## src/hdl/fys_pkg.sv

```systemverilog
// ============================================================================
// fys_pkg
// Shared types and constants for the Fisher-Yates shuffle block.
// ============================================================================
package fys_pkg;

    localparam int unsigned MAX_ELEMENTS_DEF = 64;
    localparam int unsigned WORD_W           = 32;
    localparam int unsigned SEED_W           = 64;

    localparam logic [63:0] GOLDEN_GAMMA = 64'h9E37_79B9_7F4A_7C15;
    localparam logic [63:0] MIX_MUL_A    = 64'hBF58_476D_1CE4_E5B9;
    localparam logic [63:0] MIX_MUL_B    = 64'h94D0_49BB_1331_11EB;

    // Sequencer states
    typedef enum logic [3:0] {
        ST_LOAD,
        ST_LIMIT,
        ST_DRAW,
        ST_MUL_A,
        ST_MIX_A,
        ST_MUL_B,
        ST_MIX_B,
        ST_CHECK,
        ST_INDEX,
        ST_RD_I,
        ST_RD_J,
        ST_WR_I,
        ST_WR_J,
        ST_EMIT_RD,
        ST_EMIT
    } fys_state_t;

    // Remainder unit status
    typedef struct packed {
        logic busy;
        logic done;
    } fys_div_stat_t;

endpackage

```

## src/hdl/fys_mul64.sv

```systemverilog
// ============================================================================
// fys_mul64
// Iterative 64x64 low-half multiplier: one 16x64 partial product per cycle.
// ============================================================================
module fys_mul64 (
    input  logic        aclk,
    input  logic        aresetn,
    input  logic        start,
    input  logic [63:0] op_a,
    input  logic [63:0] op_b,
    output logic        done,
    output logic [63:0] product
);
    import fys_pkg::*;

    logic [63:0] acc_reg,  acc_next;
    logic [63:0] a_reg,    a_next;
    logic [63:0] b_reg,    b_next;
    logic [2:0]  step_reg, step_next;
    logic        run_reg,  run_next;
    logic [63:0] part;

    // One 16-bit slice of b times a, shifted into place
    assign part = a_reg * {48'd0, b_reg[15:0]};

    always_comb begin
        acc_next  = acc_reg;
        a_next    = a_reg;
        b_next    = b_reg;
        step_next = step_reg;
        run_next  = run_reg;
        if (start) begin
            acc_next  = '0;
            a_next    = op_a;
            b_next    = op_b;
            step_next = '0;
            run_next  = 1'b1;
        end else if (run_reg) begin
            acc_next  = acc_reg + part;
            a_next    = {a_reg[47:0], 16'd0};
            b_next    = {16'd0, b_reg[63:16]};
            step_next = step_reg + 3'd1;
            if (step_reg == 3'd3) begin
                run_next = 1'b0;
            end
        end
    end

    always_ff @(posedge aclk) begin
        if (!aresetn) begin
            run_reg  <= 1'b0;
            step_reg <= '0;
        end else begin
            run_reg  <= run_next;
            step_reg <= step_next;
        end
        acc_reg <= acc_next;
        a_reg   <= a_next;
        b_reg   <= b_next;
    end

    assign done    = run_reg && (step_reg == 3'd3);
    assign product = acc_reg + part;

endmodule

```

## config.mk

```make
export PLATFORM = sky130hd
export DESIGN_NAME = fys_mul64
export DESIGN_NICKNAME = d
export VERILOG_FILES = /design/src/hdl/fys_pkg.sv /design/src/hdl/fys_mul64.sv
export SDC_FILE = /design/constraint.sdc
export NUM_CORES = 2
export LEC_CHECK = 0
export BUFFER_PORTS_ARGS = -buffer_cell sky130_fd_sc_hd__buf_2
export CORE_MARGIN = 3
export CORE_UTILIZATION = 45
export CTS_CLUSTER_DIAMETER = 30
export CTS_CLUSTER_SIZE = 8
export DETAILED_ROUTE_END_ITERATION = 6
export GPL_ROUTABILITY_DRIVEN = 0
export PLACE_DENSITY_LB_ADDON = 0.2
export RECOVER_POWER = 25
export SKIP_LAST_GASP = 1
export SYNTH_ARGS = -nofsm -noshare
export SYNTH_HDL_FRONTEND = slang
export SYNTH_SLANG_ARGS = --single-unit
```

## constraint.sdc

```tcl
create_clock -name aclk -period 7.4 [get_ports aclk]
set_clock_uncertainty 0.15 [all_clocks]
set_input_delay 1.11 -clock aclk [delete_from_list [all_inputs] [get_ports aclk]]
set_output_delay 1.11 -clock aclk [all_outputs]
set_load 0.05 [all_outputs]
```

==> summary.md <==
| Metric | Value |
|---|---|
| Status | `finished, violations left` |
| Failing checks | `capacitance limit, slew limit, setup timing` |
| Yosys cell types | `74` |
| Maximum fanout along the worst path | `10` |
| Share of cells above drive strength 1 | `0.257` |
| Hold Vio Cnt, Final | `0` |
| Post-Syn Area | `0.0369 mm²` |
| Die area | `0.0855 mm²` |
| Max cap viols | `3` |
| Register area share after synthesis | `0.141` |
| Port Buffer Count | `195` |
| CP endpoint kind | `primary output` |
| Final Max Slew Viols | `181` |
| Core Region | `0.0809 mm²` |
| CTS HTree Levels | `4` |
| Dominant cell type by area after synthesis | `fa_1` |
| Worst Hold Class | `flip-flop to flip-flop` |
| CP Buf/Inv Count | `7` |
| Post-synth top area share | `0.442` |
| Clk_lat worst skew | `540 ps` |
| RSZ-0062 raised after global routing | `true` |
| Largest net degree at the start of global routing | `81` |
| Final Setup Violations | `79` |
| Drt total wl | `116000 µm` |
| I/O Pins | `196` |
| Most common flop cell mapped by yosys | `edfxtp_1` |
| Synthesis Warnings | `0` |
| Die Ht | `292 µm` |
| CTS Root Cell | `clkbuf_16` |
| Nets | `5676` |
| Critical Path Max Stage Delay | `560 ps` |
| Max_slew headroom | `-1.53` |
| Post-synthesis cell count | `4031` |
| Final period util | `1.16` |
| Total CTS buffers | `17` |
| Grt total ovfl | `0` |
| Routed Antenna Nets | `0` |
| DR vias/cell | `5.11` |
| Post-synth EDFFs | `128` |
| DRC Markers | `0` |
| Post-synthesis net count | `5078` |
| Critical path arrival | `7310 ps` |
| Antenna cells | `0` |
| FP Rows | `104` |
| WL per Instance | `20.3 µm` |
| CTS clock-pin slew for the worst setup and hold paths | `100 ps` |
| Async SR Flop Fraction | `0` |
| Placement Cell Area | `0.0436 mm²` |
| Critical-path cell list | `buf_6, clkbuf_16, and2_4, fa_1, inv_1, fa_1, fa_1, inv_1, fa_1, fa_1, fa_1, ha_4, a21oi_1, or2_4, o311a_1, a41oi_4, a31oi_2, buf_6, o31a_1, buf_12, o21a_4, o211ai_1, xor2_4, buf_12` |
| Largest cells by area after synthesis | `fa_1 (44%), inv_1 (11%), edfxtp_1 (10%)` |
| Setup ws final | `-1170 ps` |
| WS Path Type | `flip-flop to primary output` |
| Flop2flop setup slack | `0 ps` |
| First-pass GRT wire length | `181000 µm` |
| Hold_ws | `336 ps` |
| Flops & latches, synth | `196` |
| Design area | `0.0470 mm²` |
| CP top delay family | `adder cells` |
| Slew @ Worst Pin | `3790 ps` |
| Critical Path Slowest Stage Cell | `fa_1` |
| Initial DRC Count | `1783` |
| CTS tree | `built` |
| Initial antenna violation count | `2` |
| Critical Path Most Common Cell | `fa_1` |
| GRT Total Usage | `0.280` |
| DR pass1 iterations | `6` |
| Hold buffers post-CTS | `0` |
| Clk sinks | `196` |
| Worst EP required | `6140 ps` |
| Critical Path Source Type | `flip-flop` |
| Area delta synth->final | `27.3%` |
| Vias | `29100` |
| Detailed Place HPWL | `90900 µm` |
| Die Wd | `292 µm` |
| Mean post-synth cell area | `9.15 µm²` |
| Starting Density | `0.456` |
| Vias in the first global route | `31100` |
| Tmin final | `8570 ps` |
| Pre-CTS setup slack | `-718 ps` |
| Fmax | `117 MHz` |
| Clock Path Buffers | `2` |
[through the flow]
stage	TNS, ps	std cells	utilization
3_5_place_dp	-19640	5596	0.539
3_3_place_gp	-16650	5596	0.539
6_report	-36980	5702	0.580
2_1_floorplan	-433	4031	-
5_1_grt	-108940	5702	0.580
4_1_cts	-42150	5661	0.561
[cell families (layout without fill, tap and decap cells)]
| logic type | count (synthesis) | count (layout) | synth area share |
|---|---|---|---|
| buf+inv | 1271 | 1882 | 0.130 |
| mux | 136 | 136 | 0.0401 |
| simple gates | 1177 | 1177 | 0.145 |
| fa+ha+maj | 916 | 916 | 0.476 |
| flops | 196 | 196 | 0.141 |
| xor+xnor | 89 | 89 | 0.0211 |
| compound gates | 246 | 246 | 0.0465 |
[synthesized netlist by cell type (6+ instances only)]
| cell | instances |
|---|---|
| nand2_1 | 712 |
| buf_2 | 7 |
| xnor2_1 | 59 |
| nor2b_1 | 6 |
| xor2_1 | 30 |
| edfxtp_1 | 128 |
| o311ai_0 | 7 |
| a31oi_1 | 11 |
| nor2_1 | 79 |
| ha_1 | 102 |
| a21o_1 | 33 |
| buf_1 | 13 |
| o211ai_1 | 9 |
| o21ai_0 | 32 |
| nand4_1 | 19 |
| nor3_1 | 30 |
| and2_1 | 290 |
| clkbuf_1 | 199 |
| inv_1 | 1051 |
| fa_1 | 814 |
| mux2_2 | 96 |
| nand3_1 | 9 |
| mux2i_1 | 40 |
| nand2b_1 | 8 |
| a211oi_1 | 6 |
| o21a_1 | 10 |
| dfxtp_1 | 68 |
| a31o_2 | 10 |
| a21oi_1 | 63 |
| o21bai_1 | 13 |
[cell type report]
cell class              instances  area [µm²]
flip-flops and latches        196        5200
multi-input cells            2564       28700
inverters                    1051        3950
well taps                    1060        1330
fillers                      7100       34000
clock buffers                  17         425
clock inverters                15         214
repair buffers                799        7130
[path summary, 6_finish.rpt]
path                            cells past startpoint     endpoint        from
worst max register to register                     26  acc_reg[46]    b_reg[4]
worst min register to register                      2   acc_reg[4]  acc_reg[4]
worst min-delay path                                2   acc_reg[4]  acc_reg[4]
worst max-delay path                               24  product[62]    b_reg[4]
[layer usage]
| layer | up-vias | global-route usage | routed length, µm |
|---|---|---|---|
| li1 | 12900 | - | - |
| met1 | 14900 | 0.365 | 45700 |
| met2 | 1093 | 0.459 | 55800 |
| met3 | 205 | 0.0527 | 8860 |
| met4 | 4 | 0.121 | 5530 |
| met5 | - | 0 | 29 |
[layout by cell type, fill, tap and decap left out, drive strengths merged, types with 30 or more instances in the layout]
cell	Yosys	final
edfxtp	128	128
a21o	33	33
xnor2	59	59
nand2	712	712
nor2	79	79
nor3	30	30
xor2	30	30
ha	102	102
inv	1051	1058
o21ai	35	35
a21oi	63	63
mux2	96	96
fa	814	814
dfxtp	68	68
mux2i	40	40
and2	291	291
buf	21	792
[tightest hold or removal path, stage by stage (launching register included)]
cell	delay (ps)
dfxtp_1	320
nor2_1	80
a211oi_1	50
[timing repair]
action                     CTS  global route
cloned                       7             4
gates resized for setup    149           293
buffers inserted            26            40
pin swaps                   54            90
setup endpoints to repair   53            57
Power is not shown: default switching activity piles up to over one toggle a cycle in this logic, so the estimate is an artifact.
