`config.mk`:
```
export PLATFORM = sky130hd
export DESIGN_NAME = fys_mod64
export DESIGN_NICKNAME = d
export VERILOG_FILES = /design/src/hdl/fys_pkg.sv /design/src/hdl/fys_mod64.sv
export SDC_FILE = /design/constraint.sdc
export NUM_CORES = 1
export LEC_CHECK = 0
export ABC_AREA = 1
export BUFFER_PORTS_ARGS = -buffer_cell sky130_fd_sc_hd__buf_2
export CAP_MARGIN = 20
export CORE_UTILIZATION = 51
export CTS_BUF_LIST = sky130_fd_sc_hd__clkbuf_4 sky130_fd_sc_hd__clkbuf_8
export CTS_CLUSTER_DIAMETER = 30
export DETAILED_ROUTE_END_ITERATION = 10
export PLACE_DENSITY = 0.89
export SLEW_MARGIN = 15
export SYNTH_ARGS = -nofsm -noshare
export SYNTH_HDL_FRONTEND = slang
export SYNTH_SLANG_ARGS = --single-unit
```
`constraint.sdc`:
```
create_clock -name aclk -period 1.8 [get_ports aclk]
set_clock_uncertainty 0.05 [all_clocks]
set_input_delay 0.09 -clock aclk [delete_from_list [all_inputs] [get_ports aclk]]
set_output_delay 0.09 -clock aclk [all_outputs]
set_load 0.05 [all_outputs]
```
`src/hdl/fys_pkg.sv`:
```
// ============================================================================
// fys_pkg
// Shared types and constants for the Fisher-Yates shuffle block.
// ============================================================================
package fys_pkg;

    localparam int unsigned MAX_ELEMENTS_DEF = 64;
    localparam int unsigned WORD_W           = 32;
    localparam int unsigned SEED_W           = 64;

    localparam logic [63:0] GOLDEN_GAMMA = 64'h9E37_79B9_7F4A_7C15;
    localparam logic [63:0] MIX_MUL_A    = 64'hBF58_476D_1CE4_E5B9;
    localparam logic [63:0] MIX_MUL_B    = 64'h94D0_49BB_1331_11EB;

    // Sequencer states
    typedef enum logic [3:0] {
        ST_LOAD,
        ST_LIMIT,
        ST_DRAW,
        ST_MUL_A,
        ST_MIX_A,
        ST_MUL_B,
        ST_MIX_B,
        ST_CHECK,
        ST_INDEX,
        ST_RD_I,
        ST_RD_J,
        ST_WR_I,
        ST_WR_J,
        ST_EMIT_RD,
        ST_EMIT
    } fys_state_t;

    // Remainder unit status
    typedef struct packed {
        logic busy;
        logic done;
    } fys_div_stat_t;

endpackage

```
`src/hdl/fys_mod64.sv`:
```
// ============================================================================
// fys_mod64
// Restoring remainder of a 64-bit dividend by a 7-bit divisor, one bit a cycle.
// ============================================================================
module fys_mod64 (
    input  logic                  aclk,
    input  logic                  aresetn,
    input  logic                  start,
    input  logic [63:0]           dividend,
    input  logic [6:0]            divisor,
    output fys_pkg::fys_div_stat_t stat,
    output logic [6:0]            remainder
);
    import fys_pkg::*;

    logic [63:0] num_reg,  num_next;
    logic [6:0]  rem_reg,  rem_next;
    logic [6:0]  den_reg,  den_next;
    logic [5:0]  cnt_reg,  cnt_next;
    logic        busy_reg, busy_next;
    logic        done_reg, done_next;
    logic [7:0]  trial;

    assign trial = {rem_reg, num_reg[63]};

    always_comb begin
        num_next  = num_reg;
        rem_next  = rem_reg;
        den_next  = den_reg;
        cnt_next  = cnt_reg;
        busy_next = busy_reg;
        done_next = 1'b0;
        if (start) begin
            num_next  = dividend;
            rem_next  = '0;
            den_next  = divisor;
            cnt_next  = '0;
            busy_next = 1'b1;
        end else if (busy_reg) begin
            // Shift in one dividend bit, subtract when it fits
            num_next = {num_reg[62:0], 1'b0};
            if (trial >= {1'b0, den_reg}) begin
                rem_next = 7'(trial - {1'b0, den_reg});
            end else begin
                rem_next = trial[6:0];
            end
            cnt_next = cnt_reg + 6'd1;
            if (cnt_reg == 6'd63) begin
                busy_next = 1'b0;
                done_next = 1'b1;
            end
        end
    end

    always_ff @(posedge aclk) begin
        if (!aresetn) begin
            busy_reg <= 1'b0;
            done_reg <= 1'b0;
            cnt_reg  <= '0;
        end else begin
            busy_reg <= busy_next;
            done_reg <= done_next;
            cnt_reg  <= cnt_next;
        end
        num_reg <= num_next;
        rem_reg <= rem_next;
        den_reg <= den_next;
    end

    assign stat.busy = busy_reg;
    assign stat.done = done_reg;
    assign remainder = rem_reg;

endmodule

```
==> impl_metrics.csv, run 1 <==
group,metric,value,unit
status,outcome,"complete, but fails checks",
status,violations,"negative setup slack",
sta,hold_viol,0,
placed_design,place.detailed.hpwl,5.29,mm
cts,insertion_delay,0.36,ns
final_layout,drive_above_1_share,0.243,
route,wl_per_cell,14.9,um
synth,ys.flop_type,"edfxtp_1",
cts,cts_made_buffers,9,
setup_path,cp_common_cell,"nand2_4",
placed_design,io_buffers,82,
setup_path,critical_path_class,"reg2reg",
power_and_ir_drop,p_sw,1.20,mW
sta,finalCriticalPeriod,1.86,ns
sta,hold-worst-slack,0.205,ns
synth,synth_edf_count,71,
sta,min_period_over_period,1.03,
global_routing,grt_max_degree,65,
global_routing,grt_first_pass_wirelength,16.5,mm
final_layout,nets,680,
route,vias,3535,
power_and_ir_drop,cellLeakagePower,2.68,nW
route,wl,10.4,mm
power_and_ir_drop,pwr-share-clk,0.270,
power_and_ir_drop,power_density,808,mW/mm^2
synth,yosysSeqAreaShare,0.616,
route,drc_errors,0,
sta,max_freq,0.538,GHz
setup_path,path_cells,"inv_2 > ha_4 > inv_4 > fa_2 > nand2_2 > nand2_4 > nand2_4 > nand2_4 > nand2_4 > nand2_4 > nand2_2 > nand3_2 > o21ai_1",
synth,synth_top_cell_by_area,"edfxtp_1",
sta,setup_viol,6,
sta,tns,-0.274,ns
setup_path,r2r_cells,13,
floorplanning,fp-row-count,31,
synth,synth-seq-cells,86,
sta,rsz0062_at_grt,"true",
placed_design,placed_area,0.00451,mm^2
route,drtIter0Drc,233,
final_layout,utilization,0.752,
synth,ys_top_cells_by_count,"nand2_1, edfxtp_1, inv_1",
power_and_ir_drop,intPower,3.28,mW
sta,tightest_slew,0.613,ns
floorplanning,die_w,90.0,um
setup_path,r2r_start,"num_reg[63]",
power_and_ir_drop,swShare,0.267,
floorplanning,die_h,90.0,um
setup_path,rr_endpoint,"remainder[2]",
setup_path,worst-path-max-fanout,6,
route,drt_pass1_iterations,5,
route,routed_via_density,5.04,
synth,netlist_instances,431,
setup_path,reg2reg_slack,-0.06,ns
final_layout,seqCellArea,0.00244,mm^2
floorplanning,initial_utilization,0.536,
sta,slew_headroom,0.592,
setup_path,crit_end,"remainder[2]",
global_routing,antenna_found_initial,1,
final_layout,design_area,0.00554,mm^2
global_routing,grtUsageTotal,0.262,
setup_path,crit_arrival,2.10,ns
cts,cts_root_buf,"clkbuf_8",
route,ant_nets,0,
final_layout,area_growth,40.3,%
synth,synthTopCellsByArea,"edfxtp_1, nand2_1, dfxtp_1",
setup_path,crit_start,"num_reg[63]",
floorplanning,boundaryPins,83,
synth,ys_types,28,
synth,synth_area_per_cell,9.16,um^2
flow_run,maxCapViolCount,0,
synth,synthDominantCellAreaShare,0.540,
synth,synth_nets,514,
min_path,hp-class,"in2reg",
final_layout,multi_input_comb_area,0.00141,mm^2
cts,clock_sinks,86,
setup_path,cp.required,2.04,ns
final_layout,largest_register_ffs,64,
final_layout,fill_cells,477,
synth,ys_warn_count,0,
floorplanning,dieArea,0.00810,mm^2
cts,clk_pin_slew_worst_paths,0.08,ns
cts,cts_tree,"done",
sta,slew_viol_final,0,
setup_path,cp_slowest_cell,"edfxtp_1",
synth,post-synth-top-count-cell,"nand2_1",
floorplanning,core_area,0.00737,mm^2
setup_path,slowest_delay,0.39,ns
sta,worst_slack,-0.0594,ns
synth,synthesis.area,0.00395,mm^2
synth,async_reset_ff_frac,0,
power_and_ir_drop,worst_ir_drop_vdd,0.000501,V
power_and_ir_drop,comb_power_share,0.185,
power_and_ir_drop,power.total,4.48,mW
cts,cts-htree-levels,3,
power_and_ir_drop,p_seq_frac,0.544,
placed_design,place.gp.congestion,0.863,
setup_path,cp-start-kind,"flip-flop",
setup_path,end_kind,"flip-flop",
cts,clk_path_buf_depth,2,
global_routing,grt_pass1_vias,3566,
global_routing,grt.overflow.total,0,
## per-layer routing
layer / part of all wire / track usage / wire [um] / vias to the layer above
li1: - / - / - / 1709
met1: 0.40 / 0.305 / 4130 / 1633
met2: 0.51 / 0.463 / 5350 / 155
met3: 0.059 / 0.0618 / 611 / 38
met4: 0.032 / 0.112 / 336 / 0
met5: 0 / 0 / 0 / -
## repair_timing
action	CTS	global route
hold buffers	72	0
gates cloned	1	0
endpoints found under the hold margin	72	0
gates resized for setup	5	18
setup buffers	4	2
endpoints found under the setup margin	7	7
pin swaps	1	8
## power groups by stage
stage / logic, mW / clock network [mW] / registers [mW]
after global routing: 0.903 / 1.31 / 2.45
after floorplan: 0.359 / 0 / 2.49
after detailed placement: 0.598 / 0 / 2.47
after global placement: 0.577 / 0 / 2.47
after CTS: 0.747 / 1.22 / 2.43
final: 0.830 / 1.21 / 2.44
## logic make-up after synthesis
| family | count (synthesis) | synth area share |
|---|---|---|
| AOI/OAI and AO/OA | 17 | 0.0250 |
| DFF | 86 | 0.616 |
| and+or+nand+nor | 268 | 0.274 |
| xor gates and xnor gates | 2 | 0.00444 |
| buffers and inverters | 49 | 0.0504 |
| adders and majority gates | 9 | 0.0304 |
## through the flow
stage	std cells	setup slack [ns]
floorplan	431	0.0182
global placement	606	0.00733
detailed placement	606	-0.0765
CTS	699	-0.0163
global route	702	-0.166
finish	702	-0.0594
## worst min path at each step
stage                        to  startpoint  cells past startpoint
finish              num_reg[19]       start                      3
global route        num_reg[34]       start                      3
floorplan            den_reg[0]  divisor[0]                      0
detailed placement   den_reg[6]  divisor[6]                      1
global placement     den_reg[4]  divisor[4]                      1
CTS                 num_reg[40]       start                      3
## worst max-delay path: cells and delay by family (launching register included)
| family | cells | cell delay (ns) |
|---|---|---|
| AO/OA/AOI/OAI | 1 | 0.08 |
| AND/OR/NAND/NOR | 8 | 0.65 |
| buffers and inverters | 2 | 0.13 |
| flip-flops | 1 | 0.39 |
| adder cells (fa/ha/maj) | 2 | 0.50 |
## placed cells by master (no fill, tap or decap), types with 2 or more instances in the layout
master / count
nand2_1: 227
buf_2: 82
dlygate4sd3_1: 72
edfxtp_1: 71
inv_1: 26
dfxtp_1: 12
buf_4: 12
nand3_1: 11
clkbuf_8: 9
a21oi_1: 7
ha_1: 7
inv_2: 6
o21ai_1: 6
nor2_1: 5
nand2_2: 5
nand2_4: 5
nand3_2: 5
nand4_1: 3
clkbuf_4: 3
dfxtp_2: 3
clkinv_1: 2
nor3_1: 2
nand3b_1: 2
o21ai_2: 2
clkinvlp_4: 2
buf_12: 2
## area by class of cell
type / count / area share
diodes: 1 / 0.000452
clock buffers: 12 / 0.0264
clock inverters: 4 / 0.00429
inverters: 34 / 0.0235
multi-input cells: 297 / 0.254
flip-flops and latches: 86 / 0.440
well taps: 99 / 0.0224
repair buffers: 169 / 0.230
No activity file was read; power rests on OpenSTA's default activity.
==> run 2: changes to the inputs <==
CORE_MARGIN = 1.5   (was not set)
==> impl_metrics.csv, run 2 (synthesis gave the netlist of run 1 again) <==
group,metric,value,unit
status,outcome,"complete, but fails checks",
status,violations,"negative setup slack",
cts,cts_tree,"done",
power_and_ir_drop,power.total,4.60,mW
route,wl,10.5,mm
global_routing,grt.busiest_layer,"met2",
final_layout,layout.cells.non_filler,700,
final_layout,final_common_cell,"nand2_1",
setup_path,path_cells,"inv_2 > ha_4 > inv_2 > fa_2 > nand2_2 > nand2_2 > nand2_4 > nand2_4 > nand2_4 > nand3_2 > nand2_1 > inv_1 > nand2_1 > nand2_1",
final_layout,drive_above_1_share,0.228,
placed_design,dp.cells,607,
sta,worst_slack,-0.0366,ns
sta,tns,-0.160,ns
sta,min_period_over_period,1.02,
final_layout,diodes,0,
sta,finalCriticalPeriod,1.84,ns
global_routing,met2_usage,0.446,
power_and_ir_drop,power_density,833,mW/mm^2
floorplanning,initial_utilization,0.536,
floorplanning,boundaryPins,83,
sta,rsz0062_at_grt,"true",
final_layout,layout_common_cells,"nand2_1, buf_2, dlygate4sd3_1, edfxtp_1, inv_1",
route,drc_errors,0,
final_layout,area_growth,40.0,%
sta,slew_headroom,0.669,
setup_path,cp-start-kind,"flip-flop",
route,vias,3569,
global_routing,met1_usage,0.312,
sta,setup_viol,6,
floorplanning,dieArea,0.00828,mm^2
placed_design,io_buffers,82,
floorplanning,die_h,91.0,um
min_path,hp-class,"in2reg",
placed_design,placed_area,0.00453,mm^2
cts,cts_made_buffers,9,
global_routing,grt.overflow.total,0,
cts,clock_sinks,86,
setup_path,cp_slowest_cell,"edfxtp_1",
sta,max_freq,0.544,GHz
route,ant_nets,0,
placed_design,pre_cts_ws,-0.0510,ns
setup_path,crit_arrival,2.04,ns
global_routing,grtUsageTotal,0.262,
route,routed_via_density,5.10,
final_layout,utilization,0.750,
route,wl_per_cell,15.0,um
setup_path,cp.required,2.00,ns
cts,clk_path_buf_depth,2,
final_layout,design_area,0.00553,mm^2
floorplanning,die_w,91.0,um
sta,tightest_slew,0.496,ns
setup_path,critical_path_class,"reg2reg",
global_routing,antenna_found_initial,0,
sta,hold_viol,0,
route,drt_pass1_iterations,5,
global_routing,grt_max_degree,39,
route,drtIter0Drc,264,
floorplanning,core_area,0.00737,mm^2
final_layout,nets,680,
final_layout,largest_register_ffs,64,
cts,insertion_delay,0.35,ns
global_routing,grt_first_pass_wirelength,16.8,mm
global_routing,use_met3,0.0704,
sta,slew_viol_final,0,
flow_run,maxCapViolCount,0,
cts,cts-htree-levels,3,
placed_design,place.gp.congestion,0.876,
global_routing,grt_pass1_vias,3579,
cts,clk_pin_slew_worst_paths,0.08,ns
setup_path,worst-path-max-fanout,5,
cts,cts_root_buf,"clkbuf_8",
floorplanning,fp-row-count,31,
setup_path,slowest_delay,0.38,ns
power_and_ir_drop,worst_ir_drop_vdd,0.000570,V
placed_design,place.detailed.hpwl,5.31,mm
setup_path,end_kind,"flip-flop",
sta,hold-worst-slack,0.123,ns
power_and_ir_drop,cellLeakagePower,2.68,nW
[run 2: changes by cell type in the layout (fill, tap and decap cells not counted), sizes merged]
| cell | before | now |
|---|---|---|
| clkbuf | 12 | 9 |
| clkinv | 3 | 1 |
| inv | 33 | 35 |
| clkinvlp | 2 | 3 |
| bufinv | 0 | 1 |
| diode | 1 | 0 |
[run 2: path summary, 6_finish.rpt]
path | slack [ns] | cells past startpoint | endpoint | start
max | -0.04 | 14 | remainder[5] | num_reg[63]
min | 0.12 | 4 | remainder[4] | start
max reg2reg | -0.04 | 14 | remainder[5] | num_reg[63]
min reg2reg | 0.44 | 2 | remainder[4] | remainder[4]
[run 2: layout make-up]
cell class	instances	area (um^2)
Sequential cell	86	2440
Fill cell	484	1840
Multi-Input combinational cell	297	1360
Timing Repair Buffer	169	1280
Inverter	34	128
Clock buffer	9	124
Tap cell	99	124
Clock inverter	6	70.1
[run 2: where the power goes]
part	internal [mW]	leakage [nW]	total, mW	switching, mW
Sequential	2.37	0.849	2.44	0.0699
Clock	0.643	0.0883	1.36	0.717
Combinational	0.365	1.75	0.807	0.442
[run 2: repair_timing]
action / 4_1_cts / 5_1_grt
endpoints found under the setup margin: 7 / 7
endpoints found under the hold margin: 72 / 0
resized for setup: 2 / 9
setup buffers: 3 / 2
gates cloned: 1 / 0
hold buffers: 72 / 0
pin swaps: 2 / 3
[run 2: worst max-delay path: cells and delay by family, from the launching register on]
family / cells / cell delay (ns)
flops: 1 / 0.38
fa+ha+maj: 2 / 0.50
simple gates: 9 / 0.62
buf+inv: 3 / 0.17
[run 2: metal layers]
layer,routed length (um),part of all wire
met1,4130,0.39
met4,330,0.032
met3,800,0.076
met5,0,0
met2,5200,0.50
==> run 3: changes to the inputs <==
CORE_MARGIN = 3   (was 1.5)
==> impl_metrics.csv, run 3 (synthesis gave the netlist of run 1 again) <==
group,metric,value,unit
status,violations,"negative setup slack",
min_path,hp-class,"in2reg",
sta,max_freq,0.530,GHz
floorplanning,dieArea,0.00883,mm^2
sta,hold_viol,0,
sta,finalCriticalPeriod,1.89,ns
placed_design,place.gp.congestion,0.861,
route,ant_nets,0,
final_layout,design_area,0.00559,mm^2
route,drtIter0Drc,270,
setup_path,cp-start-kind,"flip-flop",
setup_path,path_cells,"inv_2 > ha_4 > inv_2 > fa_2 > nand2_2 > nand2_4 > nand2_4 > nand2_8 > nand2_8 > nand3_2 > nand2_1 > inv_1 > nand2_1 > nand2_1",
final_layout,area_growth,41.7,%
sta,slew_viol_final,0,
cts,cts_tree,"done",
cts,insertion_delay,0.35,ns
setup_path,slowest_delay,0.38,ns
final_layout,layout_common_cells,"nand2_1, buf_2, dlygate4sd3_1, edfxtp_1, inv_1",
sta,tightest_slew,0.526,ns
cts,cts_root_buf,"clkbuf_8",
setup_path,cp_slowest_cell,"edfxtp_1",
floorplanning,die_w,94.0,um
final_layout,drive_above_1_share,0.231,
setup_path,critical_path_class,"reg2reg",
sta,worst_slack,-0.0868,ns
setup_path,end_kind,"flip-flop",
cts,post_cts_buffers,0,
setup_path,crit_arrival,2.08,ns
setup_path,worst-path-max-fanout,5,
final_layout,utilization,0.759,
placed_design,dp.cells,607,
sta,rsz0062_at_grt,"true",
cts,cts-htree-levels,3,
placed_design,placed_area,0.00453,mm^2
flow_run,maxCapViolCount,0,
final_layout,largest_register_ffs,64,
placed_design,io_buffers,82,
floorplanning,fp-row-count,31,
sta,setup_viol,7,
placed_design,place.detailed.hpwl,5.67,mm
global_routing,grt_first_pass_wirelength,17.7,mm
cts,clk_path_buf_depth,2,
sta,hold-worst-slack,0.108,ns
global_routing,antenna_found_initial,1,
global_routing,grt_max_degree,40,
final_layout,final_common_cell,"nand2_1",
global_routing,grt_pass1_vias,3642,
route,wl_per_cell,15.7,um
floorplanning,core_area,0.00737,mm^2
cts,clock_sinks,86,
power_and_ir_drop,power_density,876,mW/mm^2
route,drt_pass1_iterations,5,
power_and_ir_drop,cellLeakagePower,2.69,nW
final_layout,layout.cells.non_filler,697,
cts,cts_made_buffers,9,
global_routing,grt.overflow.total,0,
status,outcome,"complete, but fails checks",
setup_path,cp_common_cell,"nand2_1",
global_routing,grtUsageTotal,0.263,
setup_path,critPathTopFamily,"simple AND/OR/NAND/NOR gates",
floorplanning,boundaryPins,83,
route,wl,10.9,mm
route,drc_errors,0,
cts,clk_pin_slew_worst_paths,0.08,ns
setup_path,path_buf_inv,3,
floorplanning,die_h,94.0,um
final_layout,fill_cells,435,
power_and_ir_drop,worst_ir_drop_vdd,0.000726,V
sta,min_period_over_period,1.05,
setup_path,cp.required,1.99,ns
floorplanning,initial_utilization,0.536,
route,vias,3552,
sta,slew_headroom,0.649,
final_layout,nets,675,
route,routed_via_density,5.10,
-- run 3: worst reg2reg max path: cells and delay by family (launching register included) --
kind / cells / cell delay, ns
adders and majority gates: 2 / 0.50
buffers and inverters: 3 / 0.18
DFF: 1 / 0.38
and+or+nand+nor: 9 / 0.68
-- run 3: path summary, 6_finish.rpt --
check | start | end | slack, ns | cells after the start
worst max-delay path | num_reg[63] | remainder[6] | -0.09 | 14
worst min-delay path | start | remainder[6] | 0.11 | 4
worst max register to register | num_reg[63] | remainder[6] | -0.09 | 14
worst min register to register | cnt_reg[2] | cnt_reg[2] | 0.44 | 1
-- run 3: final cells by class --
cell class	instances	area (um^2)	area share
Clock buffer	11	139	0.0248
Multi-Input combinational cell	297	1420	0.254
Timing Repair Buffer	164	1240	0.222
Sequential cell	86	2440	0.436
Tap cell	99	124	0.0221
Antenna cell	1	2.50	0.000447
Inverter	34	128	0.0228
Clock inverter	5	100	0.0179
-- run 3: where the power goes --
group / internal, mW / switching [mW] / leakage [nW] / total [mW]
Clock: 0.950 / 0.676 / 0.124 / 1.63
Combinational: 0.363 / 0.468 / 1.72 / 0.831
Sequential: 2.37 / 0.0750 / 0.849 / 2.44
Total: 3.68 / 1.22 / 2.69 / 4.90
-- run 3: timing repair --
item | CTS | global route
hold buffers | 72 | 0
resized for setup | 5 | 17
gates cloned | 1 | 0
endpoints found under the setup margin | 7 | 7
hold endpoints to repair | 72 | 0
pin swaps | 1 | 4
-- run 3: metal layers --
layer  part of all wire  GRT usage  up-vias
met5                  0          0        -
met4              0.026      0.101        0
met3              0.065     0.0681       29
met2               0.52      0.445      159
met1               0.39      0.322     1662
li1                   -          -     1702
-- run 3: metrics by stage --
step	worst slack [ns]	setup TNS (ns)	power (mW)
CTS	-0.0175	-0.0225	4.83
global route	-0.179	-0.964	5.09
finish	-0.0868	-0.344	4.90
floorplan	0.0182	0	2.85
global placement	0.00653	0	3.05
detailed placement	-0.0624	-0.158	3.08
